## config.mk

```make
export PLATFORM = sky130hd
export DESIGN_NAME = hnm_front
export DESIGN_NICKNAME = d
export VERILOG_FILES = /design/src/rtl/hnm_pkg.sv /design/src/rtl/hnm_front.sv
export SDC_FILE = /design/constraint.sdc
export NUM_CORES = 1
export LEC_CHECK = 0
export BUFFER_PORTS_ARGS = -buffer_cell sky130_fd_sc_hd__buf_4
export CAP_MARGIN = 10
export CORE_MARGIN = 4
export CORE_UTILIZATION = 32
export CTS_BUF_LIST = sky130_fd_sc_hd__clkbuf_16
export DETAILED_ROUTE_END_ITERATION = 10
export REMOVE_ABC_BUFFERS = 1
export SETUP_SLACK_MARGIN = 0.05
export SYNTH_ARGS = -nofsm -noshare
export SYNTH_HDL_FRONTEND = slang
export SYNTH_SLANG_ARGS = --single-unit
```

## constraint.sdc

```tcl
create_clock -name clk -period 5.1 [get_ports clk]
set_clock_uncertainty 0.1 [all_clocks]
set_input_delay 0.255 -clock clk [delete_from_list [all_inputs] [get_ports clk]]
set_output_delay 0.255 -clock clk [all_outputs]
set_load 0.005 [all_outputs]
```

## src/rtl/hnm_pkg.sv

```systemverilog
// ---------------------------------------------------------------------------
// hnm_pkg
// Types, codes and constants shared by the height-to-normal-map block.
// ---------------------------------------------------------------------------
package hnm_pkg;

    // Default store dimensions.
    localparam int MAX_WIDTH_DEF  = 256;
    localparam int MAX_HEIGHT_DEF = 256;

    // Coordinates of neighbors may reach map size minus one, up to 510.
    localparam int COORD_W = 9;

    // Configuration register indexes.
    localparam logic [1:0] REG_MAP_WIDTH   = 2'd0;
    localparam logic [1:0] REG_MAP_HEIGHT  = 2'd1;
    localparam logic [1:0] REG_BUMP_FACTOR = 2'd2;

    // Function codes of an input item.
    localparam logic FUNC_WRITE = 1'b0;
    localparam logic FUNC_QUERY = 1'b1;

    // Class of a queued command.
    typedef enum logic [1:0] {
        KIND_WRITE = 2'd0,
        KIND_QUERY = 2'd1,
        KIND_ERROR = 2'd2
    } kind_t;

    // Back-end sequencer states.
    typedef enum logic [3:0] {
        ST_IDLE    = 4'd0,
        ST_READ    = 4'd1,
        ST_DIFF    = 4'd2,
        ST_SCALE_F = 4'd3,
        ST_SCALE_S = 4'd4,
        ST_SHIFT   = 4'd5,
        ST_SQUARE  = 4'd6,
        ST_CSQ     = 4'd7,
        ST_ASQ     = 4'd8,
        ST_PLO     = 4'd9,
        ST_PHI     = 4'd10,
        ST_CMP     = 4'd11,
        ST_DONE    = 4'd12
    } state_t;

    // Classified command passed from the front to the back.
    typedef struct packed {
        kind_t                kind;
        logic [7:0]           x;
        logic [7:0]           y;
        logic [COORD_W-1:0]   xn;
        logic [COORD_W-1:0]   xp;
        logic [COORD_W-1:0]   yn;
        logic [COORD_W-1:0]   yp;
        logic [15:0]          height;
    } hnm_cmd_t;

    // Configuration in effect.
    typedef struct packed {
        logic [8:0]  width;
        logic [8:0]  height;
        logic [15:0] factor;
    } hnm_cfg_t;

    // One result item.
    typedef struct packed {
        logic [7:0] nx;
        logic [7:0] ny;
        logic [7:0] nz;
        logic       err;
    } hnm_res_t;

    // Clamp a map size register value to [2, maxv].
    function automatic logic [8:0] sat_size(input logic [8:0] v, input int maxv);
        logic [8:0] r;
        r = v;
        if (v < 9'd2)
            r = 9'd2;
        else if (int'(v) > maxv)
            r = 9'(maxv);
        return r;
    endfunction

endpackage

```

## src/rtl/hnm_front.sv

```systemverilog
// ---------------------------------------------------------------------------
// hnm_front
// Accepts input items, checks coordinates, works out the wrapped neighbor
// coordinates and queues the classified command for the back end.
// ---------------------------------------------------------------------------
module hnm_front
    import hnm_pkg::*;
(
    input  logic        clk,
    input  logic        rst_n,
    input  logic        in_valid,
    output logic        in_ready,
    input  logic        in_func,
    input  logic [7:0]  in_x,
    input  logic [7:0]  in_y,
    input  logic [15:0] in_height,
    input  hnm_cfg_t    cfg,
    output hnm_cmd_t    cmd,
    output logic        cmd_valid,
    input  logic        cmd_pop
);

    hnm_cmd_t   entry;
    hnm_cmd_t   q_reg [2];
    logic       wptr_reg;
    logic       rptr_reg;
    logic [1:0] count_reg;
    logic [1:0] count_next;
    logic       push;
    logic       out_range;
    logic [8:0] x9;
    logic [8:0] y9;

    // Classify the incoming item.
    assign x9        = {1'b0, in_x};
    assign y9        = {1'b0, in_y};
    assign out_range = (x9 >= cfg.width) || (y9 >= cfg.height);

    always_comb
    begin
        entry.x      = in_x;
        entry.y      = in_y;
        entry.height = in_height;
        entry.xn     = ((x9 + 9'd1) < cfg.width) ? (x9 + 9'd1) : 9'd0;
        entry.xp     = (in_x != 8'd0) ? (x9 - 9'd1) : (cfg.width - 9'd1);
        entry.yn     = ((y9 + 9'd1) < cfg.height) ? (y9 + 9'd1) : 9'd0;
        entry.yp     = (in_y != 8'd0) ? (y9 - 9'd1) : (cfg.height - 9'd1);
        if (out_range)
            entry.kind = KIND_ERROR;
        else if (in_func == FUNC_QUERY)
            entry.kind = KIND_QUERY;
        else
            entry.kind = KIND_WRITE;
    end

    // Two-entry command queue.
    assign in_ready  = (count_reg != 2'd2);
    assign push      = in_valid && in_ready;
    assign cmd_valid = (count_reg != 2'd0);
    assign cmd       = q_reg[rptr_reg];

    always_comb
    begin
        count_next = count_reg;
        if (push && !cmd_pop)
            count_next = count_reg + 2'd1;
        else if (!push && cmd_pop)
            count_next = count_reg - 2'd1;
    end

    always_ff @(posedge clk or negedge rst_n)
    begin
        if (!rst_n)
        begin
            wptr_reg  <= 1'b0;
            rptr_reg  <= 1'b0;
            count_reg <= 2'd0;
        end
        else
        begin
            count_reg <= count_next;
            if (push)
                wptr_reg <= ~wptr_reg;
            if (cmd_pop)
                rptr_reg <= ~rptr_reg;
        end
    end

    always_ff @(posedge clk)
    begin
        if (push)
            q_reg[wptr_reg] <= entry;
    end

endmodule

```

==> run_results.csv, run 1 <==
group,metric,value,unit
setup_path,start_kind,"primary input",
synth,synth_largest_area_cell,"edfxtp_1",
job,cap_violations,0,
timing,hold_viol_final,0,
synth,netlist_instances,479,
setup_path,cp_max_fo,13,
route,via_per_inst,4.78,
clocking,hold_buffers,23,
synth,synth.avg_cell_area,14.6,µm²
placed_design,gp_congestion,0.843,
clocking,clock_path_buffers,2,
synth,synthTopCellsByArea,"edfxtp_1 60%, mux2_2 11%, ha_1 7.4%",
finish,fin_nets,744,
synth,ys_async_sr_fraction,2.78,%
timing,fin_setup_tns,0,ns
global_routing,globalRouteOverflowTotal,0,
timing,finalCriticalPeriod,3.76,ns
min_path,hp-start,"in_x[0]",
setup_path,critical_path.cell_chain,"dlygate4sd3_1 > buf_4 > inv_1 > ha_1 > or4b_4 > nor4_4 > mux2i_1 > ha_1 > nand2b_1 > a2111oi_0 > mux2i_1 > a31oi_1",
clocking,clk_pin_slew,0.06,ns
finish,layout-drive-gt1-share,36.4,%
clocking,cts_tree,"done",
setup_path,cp_data_arrival_time,3.78,ns
setup_path,regToRegSetupSlack,2.64,ns
finish,syn_to_final_growth,28.6,%
timing,grt_setup_unrepaired,"false",
setup_path,cp.depth,12,
timing,maxSlewViolCount,0,
clocking,post_cts_resized,0,
pwr,ir_drop,257,µV
global_routing,grt_max_degree,72,
finish,layout_common_cells,"140 x edfxtp_1, 128 x buf_4, 70 x mux2_2",
die,ios,143,
timing,finalSetupViolCount,0,
synth,synthFlopType,"edfxtp_1",
die,die_h,156,µm
setup_path,slowest_stage,"nor4_4",
finish,instances_no_fill,920,
die,fp.dieW,156,µm
route,detail-route-antenna-nets,0,
setup_path,worstPathRequired,5.13,ns
placed_design,hpwl,10600,µm
setup_path,reg2reg_to,"q_reg[0][16]$_DFFE_PP_",
route,wl_per_cell,17.0,µm
min_path,hp-class,"primary input to flop",
setup_path,critical_path.endpoint_type,"flop",
pwr,fin_total_pwr,4.11,mW
finish,final_common_cell,"edfxtp_1",
setup_path,cp-endpoint,"q_reg[0][24]$_DFFE_PP_",
timing,holdWs,0.0262,ns
timing,relSlewSlack,30.7,%
setup_path,crit_start,"in_y[1]",
die,start_util,32.9,%
synth,synthDistinctLibCells,43,
clocking,h-tree-depth,4,
route,drtIter0Drc,232,
synth,synth_top_area_share,60.3,%
synth,synth_edf_count,140,
global_routing,grt_pass1_vias,4600,
setup_path,path_class,"primary input to flop",
placed_design,portBuffers,126,
pwr,total_leakage_power,3.50,nW
setup_path,path_buf_inv,3,
die,dieArea,24200,µm²
clocking,cts_made_buffers,17,
synth,ys_warn_count,0,
clocking,insertion_delay,0.41,ns
global_routing,grt_first_pass_wirelength,24700,µm
timing,clock.fmax,266,MHz
finish,antenna_cells,0,
route,drc_errors,0,
setup_path,worstReg2RegStart,"count_reg[0]$_DFFE_PN0P_",
clocking,post-cts-setup-buffers,0,
clocking,cts_root_buffer,"clkbuf_16",
setup_path,cpLargestDelayFamily,"simple AND/OR/NAND/NOR gates",
placed_design,dp_cells,865,
synth,seq_area_frac_synth,61.7,%
clocking,cts_sinks,144,
route,via_count,4399,
pwr,power_per_cell_area,459,nW/µm²
die,fp-row-count,53,
timing,period_share,73.7,%
die,coreArea,21200,µm²
global_routing,antenna_found_initial,0,
setup_path,reg2reg_depth,4,
finish,largest_reg_flops,140,
synth,netlist_area,6970,µm²
setup_path,max_stage_delay,0.57,ns
global_routing,track_usage,13.1,%
synth,ys_seq_elements,144,
route,wl,15700,µm
timing,tightest_slew,1.04,ns
route,drtPass1Iterations,4,
status,status,"finished, final reports clean",
cells by family (layout without fill, tap and decap cells):
logic type	count (synthesis)	after routing	share of synthesized area, %
adder cells (fa/ha/maj)	41	41	7.36
AND/OR/NAND/NOR	86	86	7.01
multiplexers	75	75	12.0
buffers and inverters	47	213	2.71
AO/OA/AOI/OAI	58	58	5.67
flip-flops	144	144	61.7
XOR/XNOR	28	28	3.52
worst reg2reg max path, stage by stage (launching register included):
cell	delay [ns]
dfrtp_1	0.40
nand2b_1	0.18
nand2_1	0.14
nor2_4	0.56
buf_4	0.67
synthesized netlist by cell type, types with 5 or more instances:
master and n:
nor2_1 23, nor4_1 5, a21oi_1 19, ha_1 41, nor3_1 5, nor2b_1 6, xnor2_1 14, mux2i_1 5
inv_1 30, nand2b_1 5, nand2_1 9, nand3_1 11, xor2_1 14, clkbuf_1 14, edfxtp_1 140, mux2_2 70
and3_1 13, a21o_1 8
power breakdown:
group          total [mW]  internal [mW]  switching, mW
Clock                1.10          0.615          0.488
Combinational        1.20          0.686          0.515
Sequential           1.81           1.64          0.174
Total                4.11           2.94           1.18
how the worst min path moves through the flow:
| stage | slack, ns | cells after the start | to |
|---|---|---|---|
| CTS | 0.002 | 1 | q_reg[1][60]$_DFFE_PP_ |
| detailed placement | -0.05 | 1 | rptr_reg$_DFFE_PN0P_ |
| floorplan | -0.14 | 0 | count_reg[0]$_DFFE_PN0P_ |
| global route | 0.01 | 1 | q_reg[1][52]$_DFFE_PP_ |
| finish | 0.03 | 1 | q_reg[0][60]$_DFFE_PP_ |
| global placement | -0.05 | 1 | rptr_reg$_DFFE_PN0P_ |
cell type report:
cell class | count | area, µm²
fill | 1984 | 12200
sequential | 144 | 4310
multi-input combinational | 288 | 2490
timing repair buffer | 151 | 1190
clock buffer | 17 | 425
tap | 275 | 344
inverter | 30 | 113
clock inverter | 15 | 96.3
metrics by stage:
| stage | area (µm²) | utilization (%) | worst slack, ns |
|---|---|---|---|
| after floorplan | 6900 | - | 0.928 |
| after global placement | 8220 | 38.7 | 1.53 |
| after detailed placement | 8220 | 38.7 | 1.46 |
| after CTS | 8970 | 42.3 | 1.39 |
| after global routing | 8970 | 42.3 | 1.09 |
| final | 8970 | 42.3 | 1.34 |
metal layers:
layer / wire length, µm / vias up / share of wire (%) / track usage, %
li1: - / 2116 / - / -
met1: 7010 / 2163 / 45 / 16.8
met2: 7640 / 103 / 49 / 21.2
met3: 803 / 17 / 5.1 / 3.80
met4: 217 / 0 / 1.4 / 4.38
met5: 0 / - / 0 / 0
(Power assumes the default switching activity.)
==> run 2, diff against run 1 <==
==> constraint.sdc (replaced) <==
create_clock -name clk -period 3.7 [get_ports clk]
set_clock_uncertainty 0.1 [all_clocks]
set_input_delay 0.185 -clock clk [delete_from_list [all_inputs] [get_ports clk]]
set_output_delay 0.185 -clock clk [all_outputs]
set_load 0.005 [all_outputs]
==> run 2 against run 1 <==
Against the previous run: combinational power up 39%; total power is 41% higher; via count is 1.6% higher; sequential power grew 38%; flip-flop and latch count stayed put; critical endpoint unchanged; largest cell class unchanged; largest power group unchanged.
==> run_results.csv, run 2 (same netlist as run 1, synthesis figures left out) <==
group,metric,value,unit
status,status,"finished, final reports clean",
timing,maxSlewViolCount,0,
timing,tightest_slew,1.03,ns
pwr,total_leakage_power,3.58,nW
pwr,p_clk_share,27.9,%
global_routing,track_usage,13.2,%
finish,antenna_cells,0,
global_routing,grt_max_degree,72,
timing,finalSetupViolCount,0,
setup_path,worstPathRequired,3.75,ns
clocking,insertion_delay,0.41,ns
placed_design,gp_congestion,0.836,
placed_design,hpwl,10500,µm
setup_path,worstReg2RegStart,"count_reg[0]$_DFFE_PN0P_",
pwr,p_sw,1.60,mW
global_routing,antenna_found_initial,0,
min_path,hp-class,"primary input to flop",
pwr,fin_total_pwr,5.78,mW
clocking,cts_sinks,144,
setup_path,cp_max_fo,10,
clocking,hold_buffers,35,
clocking,clk_pin_slew,0.06,ns
timing,clock.fmax,294,MHz
global_routing,use_met2,21.4,%
finish,final_common_cell,"edfxtp_1",
finish,layout_common_cells,"140 x edfxtp_1, 129 x buf_4, 70 x mux2_2",
route,wl,15700,µm
setup_path,reg2reg_to,"q_reg[0][29]$_DFFE_PP_",
finish,layout-drive-gt1-share,35.8,%
clocking,clock_path_buffers,2,
route,drtIter0Drc,166,
die,start_util,32.9,%
pwr,power_per_cell_area,634,nW/µm²
setup_path,start_kind,"primary input",
clocking,cts_root_buffer,"clkbuf_16",
finish,syn_to_final_growth,30.9,%
die,dieArea,24200,µm²
placed_design,pre_cts_slack,0.440,ns
global_routing,grt_first_pass_wirelength,25100,µm
job,cap_violations,0,
route,drtPass1Iterations,5,
clocking,h-tree-depth,4,
route,drc_errors,0,
clocking,post_cts_resized,0,
route,via_count,4470,
finish,instances_no_fill,931,
pwr,ir_drop,360,µV
setup_path,path_class,"primary input to flop",
route,detail-route-antenna-nets,0,
clocking,post-cts-setup-buffers,0,
global_routing,grt.met3_usage,3.99,%
route,wl_per_cell,16.9,µm
global_routing,globalRouteOverflowTotal,0,
die,fp.dieW,156,µm
timing,period_share,91.8,%
clocking,cts_made_buffers,17,
finish,largest_reg_flops,140,
min_path,whs_endpoint,"q_reg[0][42]$_DFFE_PP_",
pwr,p_comb_share,28.8,%
global_routing,use_met1,16.8,%
route,via_per_inst,4.80,
finish,fillerInstances,1928,
placed_design,portBuffers,126,
global_routing,grt_busiest_layer,"met2",
placed_design,dp_cells,866,
pwr,p_int,4.19,mW
setup_path,reg2reg_depth,4,
die,fp-row-count,53,
setup_path,regToRegSetupSlack,1.59,ns
die,die_h,156,µm
die,ios,143,
pwr,seq_power_share,43.3,%
timing,setup_ws,0.304,ns
timing,finalCriticalPeriod,3.40,ns
min_path,hold_depth,2,
timing,hold_viol_final,0,
setup_path,cp_data_arrival_time,3.45,ns
setup_path,critical_path.endpoint_type,"flop",
min_path,hp-start,"cfg[33]",
finish,fin_nets,757,
timing,grt_setup_unrepaired,"false",
timing,relSlewSlack,31.3,%
pwr,power.share.switching,27.6,%
clocking,cts_tree,"done",
global_routing,grt_pass1_vias,4772,
die,coreArea,21200,µm²
## run 2: changes by cell type in the layout (fill, tap and decap cells not counted)
cell and change:
clkinv_1 -2, buf_4 +1, bufinv_16 +2, inv_6 -1
inv_1 +1, clkinv_2 +1, clkinvlp_4 -2, dlygate4sd3_1 +12
clkinv_4 -1
## run 2: power groups by stage
stage	combinational (mW)	clock [mW]	sequential [mW]
finish	1.67	1.61	2.50
global route	1.83	1.74	2.56
CTS	1.71	1.67	2.52
detailed placement	1.67	0	2.55
global placement	1.66	0	2.53
floorplan	0.841	0	2.47
## run 2: layout make-up
cell class	count	area [µm²]	share of cell area, %
clock inverters	13	125	1.37
clock buffers	17	425	4.66
repair buffers	164	1320	14.4
multi-input cells	288	2490	27.3
flip-flops and latches	144	4310	47.2
well taps	275	344	3.77
inverters	30	113	1.23
## run 2: per-stage QoR
step / instance area, µm² / hold slack, ns / setup TNS, ns / util [%]
after floorplan: 6900 / -0.211 / -33.03 / -
after global placement: 8230 / -0.120 / 0 / 38.8
after detailed placement: 8230 / -0.113 / 0 / 38.8
after CTS: 9130 / 0.0181 / 0 / 43.0
after global routing: 9130 / 0.0284 / 0 / 43.0
final: 9130 / 0.0439 / 0 / 43.0
## run 2: how the worst max path moves through the flow
stage               slack [ns]  cells after the start                startpoint                      to
floorplan                -0.47                      3  count_reg[0]$_DFFE_PN0P_   q_reg[0][0]$_DFFE_PP_
global route              0.18                     12                   in_y[0]  q_reg[0][24]$_DFFE_PP_
finish                    0.30                     12                   in_y[0]  q_reg[0][24]$_DFFE_PP_
detailed placement        0.44                     11                   in_y[0]  q_reg[1][24]$_DFFE_PP_
CTS                       0.30                     12                   in_y[0]  q_reg[0][24]$_DFFE_PP_
global placement          0.53                     11                   in_y[0]  q_reg[0][24]$_DFFE_PP_
## run 2: layer usage
| layer | share of wire [%] | vias up | wire [µm] |
|---|---|---|---|
| met1 | 45 | 2186 | 7040 |
| met5 | 0 | - | 0 |
| met4 | 2.1 | 0 | 335 |
| met3 | 5.2 | 22 | 824 |
| li1 | - | 2144 | - |
| met2 | 48 | 118 | 7510 |
## run 2: worst max-delay path: stages
cell and delay, ns:
dlygate4sd3_1 0.54, buf_4 0.18, inv_1 0.09, ha_1 0.17, or4b_4 0.50, nor4_4 0.27
mux2i_1 0.32, ha_1 0.24, nand2b_1 0.11, a2111oi_0 0.53, mux2i_1 0.25, a31oi_1 0.07
